`config.mk`:
```
export PLATFORM = sky130hd
export DESIGN_NAME = osr_pos_enc
export DESIGN_NICKNAME = d
export VERILOG_FILES = /design/src/hdl/osr_pkg.sv /design/src/hdl/osr_pos_enc.sv
export SDC_FILE = /design/constraint.sdc
export NUM_CORES = 1
export LEC_CHECK = 0
export BUFFER_PORTS_ARGS = -buffer_cell sky130_fd_sc_hd__buf_4
export CELL_PAD_IN_SITES_DETAIL_PLACEMENT = 0
export CELL_PAD_IN_SITES_GLOBAL_PLACEMENT = 2
export CORE_AREA = 2 2 404 406
export DETAILED_ROUTE_END_ITERATION = 10
export DIE_AREA = 0 0 406 408
export PLACE_DENSITY_LB_ADDON = 0.1
export SYNTH_ARGS = -nofsm -noshare
export SYNTH_HDL_FRONTEND = slang
export SYNTH_SLANG_ARGS = --single-unit
```
`constraint.sdc`:
```
create_clock -name vclk -period 2.6
set_clock_uncertainty 0.15 [all_clocks]
set_input_delay 0.13 -clock vclk [all_inputs]
set_output_delay 0.13 -clock vclk [all_outputs]
set_load 0.1 [all_outputs]
```
`src/hdl/osr_pkg.sv`:
```
package osr_pkg;

   // Default store depth
   localparam int unsigned OSR_CAPACITY = 1024;

   // Field widths
   localparam int unsigned KEY_W    = 32;
   localparam int unsigned POS_W    = 10;
   localparam int unsigned STATUS_W = 2;

   // Input kinds
   localparam logic KIND_INSERT = 1'b0;
   localparam logic KIND_REMOVE = 1'b1;

   // Result status codes
   localparam logic [STATUS_W-1:0] ST_OK    = 2'd0;
   localparam logic [STATUS_W-1:0] ST_FULL  = 2'd1;
   localparam logic [STATUS_W-1:0] ST_RANGE = 2'd2;

   // Commands broadcast to every cell of the chain
   localparam logic [1:0] OP_HOLD   = 2'd0;
   localparam logic [1:0] OP_INSERT = 2'd1;
   localparam logic [1:0] OP_REMOVE = 2'd2;

   typedef struct packed {
      logic [1:0]       op;
      logic [KEY_W-1:0] operand;   // key to insert or rank to remove
   } osr_cmd_type;

endpackage

```
`src/hdl/osr_pos_enc.sv`:
```
module osr_pos_enc #(
   parameter int unsigned CAPACITY = 1024,
   parameter int unsigned IDX_W    = 10
) (
   input  logic [CAPACITY-1:0] gt,
   output logic [IDX_W-1:0]    idx
);
   import osr_pkg::*;

   // The greater flags form a run of ones from cell 0; mark the first zero
   // and fold its index into the result.
   always_comb begin
      logic bnd;
      idx = '0;
      for (int i = 0; i < CAPACITY; i++) begin
         bnd = !gt[i] && ((i == 0) || gt[(i == 0) ? 0 : i - 1]);
         idx = idx | (bnd ? IDX_W'(i) : '0);
      end
   end

endmodule

```
-- Word level (Yosys, flattened, before mapping)
Index checks and enable logic that the tools add are counted.
- mux-type cells: 1023
- bitwise gates (word level): 1022
- reduce and logical (&&, ||, !) cells: 2046
- operators with widths (operator ; number):
    $mux 10 ; 512
    $or 10x10->10 ; 511
    $mux 9 ; 256
    $or 9x9->9 ; 255
    $mux 8 ; 128
    $logic_and 1x1->1 ; 1023
    $logic_not 1->1 ; 1023
    $or 8x8->8 ; 127
    $mux 7 ; 64
    $or 7x7->7 ; 63
    $mux 6 ; 32
    $or 6x6->6 ; 31
    $mux 5 ; 16
    $or 5x5->5 ; 15
    $mux 4 ; 8
    $or 4x4->4 ; 7
    $mux 3 ; 4
    $or 9x10->10 ; 1
    $or 3x3->3 ; 3
    $or 8x9->9 ; 1
    $or 7x8->8 ; 1
    $or 6x7->7 ; 1
    $or 5x6->6 ; 1
    $or 4x5->5 ; 1
    6 further kinds ; 7
- register bits: 0
- bits of input ports: 1024
- output and inout port bits: 10
- word-level logic and storage cells: 4091

-- Logic depth before layout (Yosys ltp)
- depth after elaboration: 1025
- gate-level depth with buffers: 7
- mapped depth without buffers: 7

-- Worst setup path before layout
Ideal clock, no wire load.
- path kind: input-to-output
- start: input port gt[491]
- end: output port idx[3]
- arrival time: 2977 ps
- data required time: 2320 ps
- setup slack: -657 ps
- cell stages on the path: 7
- path buffers: 0
- cell sequence: nor2b_1 a2111o_1 a2111oi_0 o2111ai_1 or4_1 nor3_1 nand4_1
- RTL lines (item ; RTL line ; text):
    start, declared ; osr_pos_enc.sv:5 ; input logic [CAPACITY-1:0] gt,
    end, declared ; osr_pos_enc.sv:6 ; output logic [IDX_W-1:0] idx

==> flow_metrics.py <==
metrics = {
    "power_and_ir_drop": {
        "p_clk_share_pct": 0,
        "fin_total_pwr_mw": 6.09,
        "p_seq_share_pct": 0,
        "swShare_pct": 50.2,
        "ir_worst_vdd_mv": 0.0552,
        "p_leak_nw": 16.6,
        "p_int_mw": 3.03,
        "combPwrFrac_pct": 100.0,
        "power_density_nw_per_um2": 181,
        "p_switching_mw": 3.06,
    },
    "cells_and_area": {
        "fin_nets": 5378,
        "fillers": 18800,
        "clkbuf_count": 0,
        "fin_cells": 6551,
        "syn2layout_area_growth_pct": 183,
        "final_util_pct": 20.9,
        "seq_area_sq_um": 0,
        "seq_cells": 0,
        "drive_gt1_share_pct": 56.7,
        "multiInputGateArea_sq_um": 11900,
    },
    "timing": {
        "period_share_pct": 124,
        "finalWorstSetupSlack_ps": -626,
        "fmax_ghz": 0.310,
        "rsz0062_at_grt": "yes",
        "hold_viol": 0,
        "period_needed_ps": 3230,
        "slew_headroom_pct": 28.3,
        "worstMarginPinSlew_ps": 1070,
        "setup_viol": 10,
        "drv_slew": 0,
    },
    "detailed_routing": {
        "drtIter0Drc": 1246,
        "route.detailed.drc": 0,
        "routed_via_density": 3.85,
        "routed_wl_mm": 221,
        "antenna_left": 0,
        "vias": 25200,
        "post_drt_wl_per_cell_um": 33.7,
        "dr.pass1.iters": 5,
    },
    "floorplanning": {
        "rows": 148,
        "fp.dieH_um": 408,
        "die_area_sq_um": 166000,
        "die_w_um": 406,
        "io_pins": 1034,
        "core-area_sq_um": 162000,
        "initial_core_util_pct": 7.37,
    },
    "global_routing": {
        "grt_pass1_vias": 27500,
        "grt_pass1_wl_mm": 275,
        "grt_overflow": 0,
        "grt_usage_pct": 25.5,
        "antenna_found_initial": 51,
        "grt_max_degree": 6,
    },
    "worst_setup_path": {
        "crit_chain": "buf_4 -> nor2b_1 -> a2111oi_1 -> buf_4 -> o2111ai_1 -> buf_4 -> nor2_2 -> buf_4 -> nand3b_1 -> nor4_4 -> buf_4 -> nand4_1 -> buf_12",
        "worstPathMaxFanout": 3,
        "crit_top_cell": "buf_4",
        "slowest_stage": "a2111oi_1",
        "end_kind": "output pin",
        "critPathMaxStageDelay_ps": 430,
        "required_ps": 2320,
        "worst_ep_arrival_time_ps": 2950,
        "cp-start-kind": "primary input",
        "path_class": "in -> out",
    },
    "yosys": {
        "ys_seq_area_share_pct": 0,
        "avgSynthCellArea_sq_um": 5.76,
        "netlist_instances": 2066,
        "syn-num-nets": 3090,
        "synth_area_sq_um": 11900,
        "ys_types": 54,
        "ys_warn_count": 0,
    },
    "placed_design": {
        "numPortBuffers": 1034,
        "gp_congestion": 0.893,
        "placedCellCount": 6513,
        "dpl.hpwl_mm": 213,
    },
    "clock_tree": {
        "postCtsHoldBufs": 0,
    },
    "hold_path": {
        "hp-class": "in -> out",
    },
    "outcome": {
        "violations": "setup timing",
        "status": "complete, but fails checks",
    },
    "flow_run": {
        "maxCapViolCount": 0,
    },
}
kinds of logic after synthesis:
group                  share of synthesized area [%]
and+or+nand+nor                                 59.6
buffers and inverters                           11.8
AOI/OAI and AO/OA                               28.6
power by group through the flow:
stage	clock network [mW]	registers, mW	logic (mW)
floorplan	0	0	1.17
global placement	0	0	5.96
detailed placement	0	0	5.94
CTS	0	0	6.14
global route	0.000000569	0	6.42
finish	0.000000856	0	6.09
final timing paths:
check	start	end	slack (ps)	cells after the start
worst max-delay path	gt[310]	idx[2]	-630	13
worst min-delay path	gt[5]	idx[1]	810	7
layer usage:
layer	global-route usage, %	vias to the layer above	share of wire, %	wire (um)
met5	0	-	0.086	189
met4	2.79	30	1.3	2850
met3	4.13	82	5.0	11000
met2	50.7	843	55	121000
met1	28.6	12100	39	86300
li1	-	12200	-	-
critical path: cells and delay by family:
family,cells,cell delay [ps]
AND/OR/NAND/NOR,5,1140
buffers and inverters,6,1100
AO/OA/AOI/OAI,2,540
cells in the mapped netlist (all sizes together) (7+ instances only):
master,number,area share (%)
or3,7,0.37
and4,12,0.88
o31a,8,0.59
o211ai,9,0.57
and3,13,0.68
nand2b,172,9.0
nor2b,362,19
nand3b,7,0.44
or4,36,2.3
o21ai,50,2.1
o2111ai,53,3.9
o31ai,10,0.63
nand2,72,2.3
nor4b,16,1.2
nor3,50,2.1
nand4,127,6.7
nand3,50,2.1
o221ai,9,0.66
nor4,112,5.9
o22ai,23,1.2
inv,373,12
o21a,7,0.44
a21oi,221,9.3
a2111oi,69,5.1
a2111o,8,0.76
a21boi,7,0.44
a21o,8,0.50
nand4b,23,1.7
nor2,96,3.0
final cells by class:
cell class	instances	share of cell area (%)
diodes	24	0.178
multi-input cells	1693	35.3
well taps	2175	8.07
inverters	373	4.15
repair buffers	2286	52.3
stage by stage:
step	hold slack, ps	setup WS [ps]	setup TNS, ps	area (sq um)
global route	858	-685	-4890	33700
CTS	819	-682	-4690	33300
finish	809	-626	-4070	33700
floorplan	538	-506	-1900	12100
global placement	889	-1480	-10990	32100
detailed placement	895	-1410	-10220	32100
timing repair:
| item | in CTS | in global routing |
|---|---|---|
| pin swaps | 54 | 34 |
| setup buffers | 14 | 7 |
| endpoints found under the setup margin | 10 | 10 |
| gates resized for setup | 213 | 75 |
placed cells by master (no fill, tap or decap), types with 12 or more instances in the layout:
master	synthesis	final
buf_4	0	2233
inv_1	373	371
nor2b_1	360	342
a21oi_1	221	214
nand2b_1	172	167
nand4_1	127	127
nor2_1	96	92
nor4_1	112	74
nand2_1	72	71
o21ai_0	50	45
o2111ai_1	53	43
nand3_1	50	40
nor3_1	50	39
buf_12	0	31
a2111oi_0	69	30
diode_2	0	24
nand4b_1	23	23
o22ai_1	23	23
or4_4	2	21
buf_6	0	21
nor4_2	0	19
nor4_4	0	19
a2111oi_2	0	18
or4_1	34	15
nor2b_4	2	14
a2111oi_4	0	12
Note: power is estimated with default switching activity, not from simulation.
