[config.mk]
export PLATFORM = sky130hd
export DESIGN_NAME = osr_cell
export DESIGN_NICKNAME = d
export VERILOG_FILES = /design/src/hdl/osr_pkg.sv /design/src/hdl/osr_cell.sv
export SDC_FILE = /design/constraint.sdc
export NUM_CORES = 1
export LEC_CHECK = 0
export BUFFER_PORTS_ARGS = -buffer_cell sky130_fd_sc_hd__buf_4
export CORE_ASPECT_RATIO = 0.7
export CORE_UTILIZATION = 41
export DETAILED_ROUTE_END_ITERATION = 8
export PLACE_DENSITY = 0.78
export SLEW_MARGIN = 20
export SYNTH_ARGS = -nofsm -noshare
export SYNTH_HDL_FRONTEND = slang
export SYNTH_SLANG_ARGS = --single-unit
[constraint.sdc]
create_clock -name clock -period 3.2 [get_ports clock]
set_clock_uncertainty 0.2 [all_clocks]
set_input_delay 0 -clock clock [delete_from_list [all_inputs] [get_ports clock]]
set_output_delay 0 -clock clock [all_outputs]
set_load 0.03 [all_outputs]
[src/hdl/osr_pkg.sv]
package osr_pkg;

   // Default store depth
   localparam int unsigned OSR_CAPACITY = 1024;

   // Field widths
   localparam int unsigned KEY_W    = 32;
   localparam int unsigned POS_W    = 10;
   localparam int unsigned STATUS_W = 2;

   // Input kinds
   localparam logic KIND_INSERT = 1'b0;
   localparam logic KIND_REMOVE = 1'b1;

   // Result status codes
   localparam logic [STATUS_W-1:0] ST_OK    = 2'd0;
   localparam logic [STATUS_W-1:0] ST_FULL  = 2'd1;
   localparam logic [STATUS_W-1:0] ST_RANGE = 2'd2;

   // Commands broadcast to every cell of the chain
   localparam logic [1:0] OP_HOLD   = 2'd0;
   localparam logic [1:0] OP_INSERT = 2'd1;
   localparam logic [1:0] OP_REMOVE = 2'd2;

   typedef struct packed {
      logic [1:0]       op;
      logic [KEY_W-1:0] operand;   // key to insert or rank to remove
   } osr_cmd_type;

endpackage

[src/hdl/osr_cell.sv]
module osr_cell #(
   parameter int unsigned INDEX = 0,
   parameter int unsigned CNT_W = 11
) (
   input  logic                       clock,
   input  osr_pkg::osr_cmd_type       cmd,
   input  logic [CNT_W-1:0]           count,
   input  logic [osr_pkg::KEY_W-1:0]  left_key,
   input  logic [osr_pkg::KEY_W-1:0]  right_key,
   input  logic                       prev_ge,
   output logic [osr_pkg::KEY_W-1:0]  key,
   output logic                       gt,
   output logic                       ge
);
   import osr_pkg::*;

   localparam logic [CNT_W-1:0] CELL_IDX = CNT_W'(INDEX);
   localparam logic [KEY_W-1:0] RANK_IDX = KEY_W'(INDEX);

   logic [KEY_W-1:0] key_ff;
   logic [KEY_W-1:0] key_in;
   logic             occupied;

   assign occupied = CELL_IDX < count;
   assign gt       = occupied && ($signed(key_ff) >  $signed(cmd.operand));
   assign ge       = occupied && ($signed(key_ff) >= $signed(cmd.operand));
   assign key      = key_ff;

   // Insert: hold where the key is not less, take the new key at the first
   // cell that is, shift right beyond it. Remove: close the gap from the right.
   always_comb begin
      key_in = key_ff;
      unique case (cmd.op)
         OP_INSERT: begin
            if (!ge) begin
               key_in = prev_ge ? cmd.operand : left_key;
            end
         end
         OP_REMOVE: begin
            if (RANK_IDX >= cmd.operand) begin
               key_in = right_key;
            end
         end
         default: key_in = key_ff;
      endcase
   end

   always_ff @(posedge clock) begin
      key_ff <= key_in;
   end

endmodule

After elaboration in Yosys (flattened, before gate mapping)
Index checks and enable logic that the tools add are counted.
{ "totals": {"reg_bits": 32, "in_bits": 111, "output_inout_bits": 34} }
{ "op_classes": {"magnitude_cmp": 4, "eq_ne": 4, "mux": 4, "reduce_logical": 4} }
{ "op_table": {"columns": ["operator", "count"], "rows": [
  ["32-bit two-way mux", 3],
  ["32-bit case mux with 2 select lines", 1],
  ["1-bit by 32-bit greater-or-equal comparator with 1-bit output, first input constant", 1],
  ["32-bit greater-or-equal comparator", 1],
  ["32-bit greater-than comparator", 1],
  ["1-bit by 11-bit less-than comparator with 1-bit output, first input constant", 1],
  ["2-bit inequality test, second input constant", 2],
  ["3-bit AND reduction", 1],
  ["2-bit by 1-bit equality test with 1-bit output, second input constant", 1],
  ["2-bit equality test, second input constant", 1],
  ["1-bit logical AND", 2],
  ["2-bit nonzero test", 1]
]} }

Logic depth before layout (Yosys ltp)
Gate-level depths: netlist (run 1).
{ "logic_depth": {"word_depth": 4, "depth_mapped": 8, "depth_no_buf": 8} }

Least setup slack after synthesis (run 1)
OpenSTA, ideal clock, no wires.
{ "synth_timing": {"kind": "register to register", "from": "register key_ff[14] (netlist: key[14])", "to": "register key_ff[0] (netlist: key[0]), enable pin", "setup_ns": 0.390, "t_arrival_ns": 2.823, "slack_ns": -0.214, "path_stages_with_launch": 8, "path_buffers": 0, "cell_sequence": "edfxtp_1 > ha_1 > a21oi_2 > nand2_1 > a221o_1 > o31a_1 > o21ai_0 > a41o_1"} }
{ "synth_between": {"elab_chain_cells": 4} }
{ "synth_rtl": {"columns": ["item", "line_no", "source"], "rows": [
  ["from (decl)", "osr_cell.sv:20", "logic [KEY_W-1:0] key_ff;"],
  ["from (signal assigned)", "osr_cell.sv:49", "key_ff <= key_in;"],
  ["32-bit greater-or-equal comparator", "osr_cell.sv:26", "assign ge = occupied && ($signed(key_ff) >= $signed(cmd.operand));"],
  ["1-bit logical AND", "osr_cell.sv:26", null],
  ["2-bit inequality test (no source line)", null, null],
  ["3-bit AND reduction (no source line)", null, null]
]} }
No other way between the ends.
A chain may end at the register's enable or synchronous reset.

Worst setup path after layout (run 1)
{ "layout_timing": {"from": "register key_ff[13] (netlist: key[13])", "to": "output port ge"} }
{ "layout_between": {"elab_chain_cells": 2} }
{ "layout_rtl": {"columns": ["item", "line_no", "source"], "rows": [
  ["32-bit greater-or-equal comparator", "osr_cell.sv:26", null],
  ["1-bit logical AND", "osr_cell.sv:26", null],
  ["to (decl)", "osr_cell.sv:13", "output logic ge"]
]} }
No other way between the ends.

==> results_dict.tcl, run 1 <==
set metrics [dict create \
    gr-total-overflow 0 \
    p_sw_share_pct 29.9 \
    worst_setup_path_end_kind "primary output" \
    routedWlPerCell_um 16.1 \
    period_needed_ns 3.10 \
    setup_ws_ns 0.103 \
    grt_pass1_vias 2958 \
    clockRootBuffer "clkbuf_8" \
    drv_slew 0 \
    h-tree-depth 2 \
    insertion_delay_ns 0.28 \
    final_util_pct 75.9 \
    fmax_mhz 323 \
    num_vias 2908 \
    start_kind "register" \
    hp-start "cmd[33]" \
    r2r-start "key[13]" \
    numClockSinks 32 \
    gp_congestion 0.774 \
    status "complete, no violations" \
    worst_pin_slew_ns 0.627 \
    drtIter0Drc 158 \
    dp_hpwl_um 6200 \
    diodes 0 \
    fp.dieW_um 96.4 \
    startpoint "key[13]" \
    dp_slack_ns -0.0934 \
    path_class "register to primary output" \
    core_mm2 0.00587 \
    synth_top_area_share_pct 37.6 \
    synth.avg_cell_area_um2 9.17 \
    die_area_mm2 0.00657 \
    dpl-instance-area_mm2 0.00371 \
    finalHoldViolations 0 \
    internal-power_mw 0.904 \
    portBuffers 144 \
    total_power_mw 1.29 \
    powerDensity_mw_per_mm2 290 \
    clockPowerShare_pct 21.8 \
    vdd_ir_drop_max_mv 0.195 \
    instances_no_fill 558 \
    drt_wl_total_um 8980 \
    cts_inserted_buffers 5 \
    die_height_um 68.1 \
    grt_start_max_net_pins 65 \
    p_leak_nw 2.13 \
    max-slew-margin-rel_pct 57.8 \
    syn-num-nets 422 \
    synth_cell_types 26 \
    syn_to_final_growth_pct 74.1 \
    cts_tree "yes" \
    syn_area_mm2 0.00256 \
    period_share_pct 96.8 \
    crit_path_max_fanout 4 \
    setup_viol 0 \
    viasPerCell 5.21 \
    grt_pass1_wl_um 13700 \
    rows 23 \
    ys_warn_count 0 \
    cp.required_ns 3.00 \
    min_path_type "input pin to register" \
    final_cell_area_mm2 0.00446 \
    synth.top_cells.by_area "edfxtp_1, ha_1, mux2i_1" \
    ant_nets 0 \
    fin_nets 628 \
    power.switching_mw 0.386 \
    io_pins 145 \
    cts_buffer_depth 2 \
    seq_area_frac_synth_pct 37.6 \
    grtUsageTotal_pct 28.2 \
    drc 0 \
    maxCapViolCount 0 \
    rsz0062_at_grt "no" \
    path_clk_slew_ns 0.06 \
    combinationalPowerShare_pct 38.8 \
    dp.cells 488 \
    drive_gt1_share_pct 32.3 \
    dr.pass1.iters 4 \
    seq_power_share_pct 39.4 \
    antenna_found_initial 0 \
    start_util_pct 43.6 \
    largest_reg_flops 32 \
    synth_cells 279 \
    synth_seq_cells 32 \
    cp.arrival_ns 2.90 \
    synth_area_leader_cell "edfxtp_1" \
]
## cell usage in the layout, fill, tap and decap left out, drive strengths merged, types with 8 or more instances in the layout
cell type and count:
o21ai 37, nor4 13, a21oi 15, mux2i 32, nand4 8, inv 32, dlygate4sd3 64, edfxtp 32
nand2 43, buf 145, ha 32
## synthesized netlist by cell type
master and count:
edfxtp_1 32, nand4_1 8, a21boi_0 1, a21oi_1 14, a21o_1 2, ha_1 32, nor3_1 2, o31a_1 1
a41o_1 1, o21ai_0 37, nand2_1 43, a221o_1 1, a31oi_1 1, a21oi_2 1, nor4_1 13, or3_4 1
nor2_1 2, and4_1 1, mux2i_1 32, inv_1 32, nor2b_1 3, nand2b_1 2, buf_1 2, o211ai_1 1
clkbuf_1 9, nand3_1 5
## final timing paths
path	endpoint	slack (ns)	cells past startpoint
worst min-delay path	key[25]	0.27	3
worst max register to register	key[26]	0.20	7
worst max-delay path	ge	0.10	8
worst min register to register	key[25]	1.05	3
## critical path, cell delays in order, from the launching register on
cell and delay [ns]:
edfxtp_1 0.42, ha_1 0.34, nand4_1 0.20, nor2_1 0.08, a221o_1 0.32, o31a_1 0.31
or3_4 0.41, a31oi_1 0.31, buf_4 0.23
## per-stage QoR
| stage | setup TNS [ns] | hold slack, ns |
|---|---|---|
| 2_1_floorplan | 0 | -0.0129 |
| 4_1_cts | 0 | 0.338 |
| 6_report | 0 | 0.275 |
| 5_1_grt | 0 | 0.288 |
| 3_5_place_dp | -2.96 | 0.0785 |
| 3_3_place_gp | 0 | 0.0826 |
## per-layer routing
metal / global-route usage [%] / vias up / share of wire, %
met5: 0 / - / 0
met4: 9.74 / 0 / 2.2
met3: 5.89 / 24 / 7.4
met2: 52.3 / 130 / 49
met1: 32.5 / 1326 / 42
li1: - / 1428 / -
## cell type report
type / instances / area (um^2)
timing repair buffer: 209 / 1730
clock buffer: 5 / 68.8
tap: 75 / 93.8
inverter: 32 / 120
fill: 433 / 1420
sequential: 32 / 961
multi-input combinational: 205 / 1480
## power by group through the flow
stage,logic [mW],registers [mW],clock network (mW)
2_1_floorplan,0.155,0.558,0
4_1_cts,0.488,0.509,0.286
5_1_grt,0.544,0.510,0.304
3_3_place_gp,0.387,0.516,0
6_report,0.501,0.508,0.281
3_5_place_dp,0.400,0.518,0
## repair_timing
item                                    4_1_cts  5_1_grt
endpoints found under the hold margin        32        0
hold buffers                                 64        0
gates cloned                                  0        1
endpoints found under the setup margin       32       33
setup buffers                                 0        0
pin swaps                                     0        2
resized for setup                             1        3
## logic make-up (layout without fill, tap and decap cells)
| family | Yosys count | count (layout) | synth area share, % |
|---|---|---|---|
| adders and majority gates | 32 | 32 | 15.6 |
| and+or+nand+nor | 80 | 80 | 15.1 |
| muxes | 32 | 32 | 12.5 |
| DFF | 32 | 32 | 37.6 |
| AOI/OAI and AO/OA | 60 | 61 | 12.9 |
| buffers and inverters | 43 | 246 | 6.31 |
(Power assumes the default switching activity.)
==> run 2, diff against run 1 <==
Settings changed: PLACE_DENSITY 0.78 to not set, PLACE_DENSITY_LB_ADDON set to 0.08, RECOVER_POWER set to 25.
==> run 2 against run 1 <==
Design area decreased by 1.9%. Combinational power shrank 4%. Total power grew 0.12%. Critical path type unchanged. Critical endpoint is now gt.
==> results_dict.tcl, run 2 (synthesis gave the netlist of run 1 again) <==
set metrics [dict create \
    io_pins 145 \
    status "complete, no violations" \
    crit_chain "ha_1, a21oi_1, o21ai_0, a221o_1, o31a_1, or3_4, a21oi_1, buf_4" \
    dpl-instance-area_mm2 0.00371 \
    gr-total-overflow 0 \
    cts_setup_buffers 0 \
    min_path_type "input pin to register" \
    setup_ws_ns 0.282 \
    numClockSinks 32 \
    viasPerCell 5.09 \
    cts_buffer_depth 2 \
    fin_nets 628 \
    path_clk_slew_ns 0.07 \
    dr.pass1.iters 4 \
    syn_to_final_growth_pct 70.8 \
    drive_gt1_share_pct 27.0 \
    clockRootBuffer "clkbuf_8" \
    cp_slowest_stage_delay_ns 0.41 \
    ant_nets 0 \
    dp_slack_ns -0.0620 \
    final_cell_mix "buf_4, dlygate4sd3_1, nand2_1" \
    cp.required_ns 3.00 \
    largest_reg_flops 32 \
    start_kind "register" \
    portBuffers 144 \
    powerDensity_mw_per_mm2 296 \
    worst_setup_path_end_kind "primary output" \
    grt_pass1_vias 2836 \
    fin_tns_setup_ns 0 \
    h-tree-depth 2 \
    core_mm2 0.00587 \
    cp.arrival_ns 2.72 \
    fmax_mhz 343 \
    cts_inserted_buffers 5 \
    routedWlPerCell_um 15.6 \
    crit_top_cell "a21oi_1" \
    finalHoldViolations 0 \
    cp_slowest_cell "edfxtp_1" \
    maxCapViolCount 0 \
    final_cell_area_mm2 0.00437 \
    start_util_pct 43.6 \
    layout.cells.most_common "buf_4" \
    drv_slew 0 \
    drtIter0Drc 122 \
    num_vias 2856 \
    final_util_pct 74.4 \
    die_area_mm2 0.00657 \
    path_class "register to primary output" \
    setup_viol 0 \
    cts_tree "yes" \
    diodes 0 \
    die_height_um 68.1 \
    grt_start_max_net_pins 65 \
    rows 23 \
    insertion_delay_ns 0.28 \
    p_leak_nw 2.05 \
    period_needed_ns 2.92 \
    gp_congestion 0.815 \
    dp_hpwl_um 6150 \
    drt_wl_total_um 8740 \
    grt_pass1_wl_um 13200 \
    antenna_found_initial 0 \
    period_share_pct 91.2 \
    vdd_ir_drop_max_mv 0.224 \
    crit_path_max_fanout 4 \
    max-slew-margin-rel_pct 50.3 \
    grtUsageTotal_pct 26.8 \
    fp.dieW_um 96.4 \
    worst_pin_slew_ns 0.738 \
    drc 0 \
    rsz0062_at_grt "no" \
]
==> run 2: changes by cell type in the layout (fill, tap and decap cells not counted) <==
cell,before,now
buf_4,145,121
clkbuf_1,0,26
clkinv_1,0,1
nor4_1,12,13
nor4_2,1,0
==> run 2: critical path: cells and delay by family, from the launching register on <==
family          cells  cell delay [ns]
compound gates      5             1.12
flops               1             0.41
simple gates        1             0.40
fa+ha+maj           1             0.30
buf+inv             1             0.20
==> run 2: worst paths after layout <==
| check | from | to | slack, ns | depth (start not counted) |
|---|---|---|---|---|
| setup / recovery | key[7] | gt | 0.28 | 8 |
| hold / removal | cmd[33] | key[4] | 0.27 | 3 |
| setup reg to reg | key[7] | key[30] | 0.30 | 7 |
| hold reg to reg | key[31] | key[4] | 1.05 | 3 |
==> run 2: per-layer routing <==
| layer | vias up | GRT usage (%) | part of all wire, % |
|---|---|---|---|
| li1 | 1432 | - | - |
| met1 | 1315 | 32.6 | 43 |
| met2 | 105 | 49.0 | 48 |
| met3 | 4 | 7.22 | 8.5 |
| met4 | 0 | 3.68 | 0.70 |
| met5 | - | 0 | 0 |
==> run 2: cell type report <==
class                   count  area [um^2]
clock buffers               7         76.3
well taps                  75         93.8
inverters                  32          120
fillers                   487         1500
repair buffers            209         1640
clock inverters             1         3.75
flip-flops and latches     32          961
multi-input cells         205         1480
==> run 2: where the power goes <==
group	total [mW]	leakage (nW)	internal [mW]	switching (mW)
Sequential	0.508	0.296	0.496	0.0122
Clock	0.303	0.0399	0.152	0.151
Combinational	0.482	1.71	0.255	0.227
Total	1.29	2.05	0.902	0.390
==> run 2: repair_timing <==
| item | CTS | global route |
|---|---|---|
| resized for setup | 1 | 2 |
| cloned | 0 | 1 |
| pin swaps | 0 | 1 |
| endpoints found under the setup margin | 32 | 32 |
| hold buffers | 64 | 0 |
| hold endpoints to repair | 32 | 0 |
==> run 2: stage by stage <==
stage               instances  hold WS [ns]  power [mW]
floorplan                 279       -0.0129       0.713
global placement          488        0.0710       0.904
detailed placement        488        0.0796       0.914
CTS                       560         0.306        1.30
global route              561         0.287        1.35
finish                    561         0.273        1.29
==> run 3, diff against run 2 <==
==> constraint.sdc (replaced) <==
create_clock -name clock -period 3.2 [get_ports clock]
set_clock_uncertainty 0.2 [all_clocks]
set_input_delay 0.32 -clock clock [delete_from_list [all_inputs] [get_ports clock]]
set_output_delay 0.32 -clock clock [all_outputs]
set_load 0.03 [all_outputs]
==> run 3 against run 2 <==
Worst hold slack worse by 0.17 ns. Non-clock buffer count fell by 54. Setup slack lost 0.21 ns. Combinational power down 15%. Design area shrank 12%. Largest cell class is now multi-input combinational cells.
==> results_dict.tcl, run 3 (synthesis gave the netlist of run 1 again) <==
set metrics [dict create \
    cp.arrival_ns 2.61 \
    path_clk_slew_ns 0.07 \
    power.switching_mw 0.375 \
    rsz0062_at_grt "no" \
    max-slew-margin-rel_pct 42.6 \
    cts_buffer_depth 2 \
    io_pins 145 \
    drive_gt1_share_pct 34.4 \
    fin_nets 573 \
    startpoint "key[7]" \
    gp_congestion 0.770 \
    gr-usage-met1_pct 32.0 \
    critPathTopFamily "compound AO/OA/AOI/OAI gates" \
    hp-start "right_key[22]" \
    path_class "register to primary output" \
    cts_tree "yes" \
    die_height_um 68.1 \
    p_sw_share_pct 30.8 \
    min_path_type "input pin to register" \
    core_mm2 0.00587 \
    p_leak_nw 1.82 \
    drtIter0Drc 142 \
    powerDensity_mw_per_mm2 316 \
    met3_usage_pct 5.11 \
    cp_slowest_cell "edfxtp_1" \
    fp.dieW_um 96.4 \
    num_vias 2588 \
    diodes 0 \
    vdd_ir_drop_max_mv 0.161 \
    period_share_pct 97.8 \
    fmax_mhz 320 \
    insertion_delay_ns 0.28 \
    r2r-start "key[7]" \
    syn_to_final_growth_pct 50.6 \
    finalHoldViolations 0 \
    crit_path_max_fanout 3 \
    drv_slew 0 \
    ant_nets 0 \
    clockPowerShare_pct 24.5 \
    worst_pin_slew_ns 0.853 \
    grt_pass1_wl_um 11300 \
    routedWlPerCell_um 15.3 \
    cp.required_ns 2.68 \
    seq_power_share_pct 41.8 \
    viasPerCell 5.12 \
    crit_chain "ha_1, a21oi_2, o21ai_0, a221o_1, o31a_1, or3_4, a31oi_4, buf_6" \
    rows 23 \
    largest_reg_flops 32 \
    start_kind "register" \
    status "complete, no violations" \
    period_needed_ns 3.13 \
    dp.cells 490 \
    dp_hpwl_um 5930 \
    grt_pass1_vias 2361 \
    die_area_mm2 0.00657 \
    worst_setup_path_end_kind "primary output" \
    busiest_layer "met2" \
    setup_viol 0 \
    final_cell_mix "buf_4, nand2_1, o21ai_0" \
    h-tree-depth 2 \
    layout.cells.most_common "buf_4" \
    drc 0 \
    instances_no_fill 505 \
    numClockSinks 32 \
    path_buf_inv 1 \
    drt_wl_total_um 7740 \
    fin_tns_setup_ns 0 \
    cp_slowest_stage_delay_ns 0.39 \
    clockRootBuffer "clkbuf_8" \
    use_met2_pct 36.8 \
    internal-power_mw 0.841 \
    grtUsageTotal_pct 23.3 \
    maxCapViolCount 0 \
    antenna_found_initial 0 \
    grt_start_max_net_pins 65 \
    start_util_pct 43.6 \
    gr-total-overflow 0 \
    portBuffers 144 \
    combinationalPowerShare_pct 33.7 \
    cts_inserted_buffers 5 \
    dr.pass1.iters 4 \
]
## run 3: changes by cell type in the layout (fill, tap and decap cells not counted), sizes merged
cell / change
clkbuf: -1
a41o: -1
dlygate4sd3: -64
buf: +10
## run 3: final cells by class
type / count / area [um^2]
multi-input combinational: 204 / 1510
tap: 75 / 93.8
inverter: 32 / 120
sequential: 32 / 961
clock inverter: 1 / 5.00
timing repair buffer: 155 / 1090
clock buffer: 6 / 72.6
fill: 532 / 2020
## run 3: per-layer routing
metal | share of wire, % | vias up
met5 | 0 | -
met4 | 1.2 | 0
met3 | 8.7 | 8
met2 | 44 | 119
met1 | 46 | 1145
li1 | - | 1316
## run 3: worst reg2reg max path, delay by kind of cell (launching register included)
family,cells,cell delay (ns)
adder cells (fa/ha/maj),1,0.33
AO/OA/AOI/OAI,6,1.54
flip-flops,1,0.39
buffers and inverters,1,0.19
## run 3: power by group through the flow
| stage | sequential (mW) | combinational (mW) | clock [mW] |
|---|---|---|---|
| 2_1_floorplan | 0.558 | 0.155 | 0 |
| 3_3_place_gp | 0.516 | 0.391 | 0 |
| 3_5_place_dp | 0.517 | 0.399 | 0 |
| 4_1_cts | 0.509 | 0.405 | 0.301 |
| 5_1_grt | 0.511 | 0.450 | 0.318 |
| 6_report | 0.508 | 0.410 | 0.298 |
## run 3: final timing paths
check                           endpoint  slack (ns)  cells past startpoint
worst max register to register    key[4]        0.24                      8
worst min-delay path             key[22]        0.11                      3
worst max-delay path                  ge        0.07                      8
worst min register to register   key[30]        1.11                      4
## run 3: repair_timing
action,4_1_cts,5_1_grt
resized for setup,2,9
setup endpoints to repair,1,2
cloned,0,0
pin swaps,1,4
setup buffers,2,6
hold buffers,0,0
## run 3: stage by stage
stage	power [mW]	worst slack [ns]	cell area (um^2)	hold WS (ns)	utilization, %
floorplan	0.713	0.0611	2560	0.307	-
global placement	0.908	0.251	3740	0.398	63.6
detailed placement	0.916	0.213	3740	0.400	63.6
CTS	1.22	0.0181	3850	0.104	65.5
global route	1.28	0.0122	3850	0.111	65.6
finish	1.22	0.0711	3850	0.107	65.6
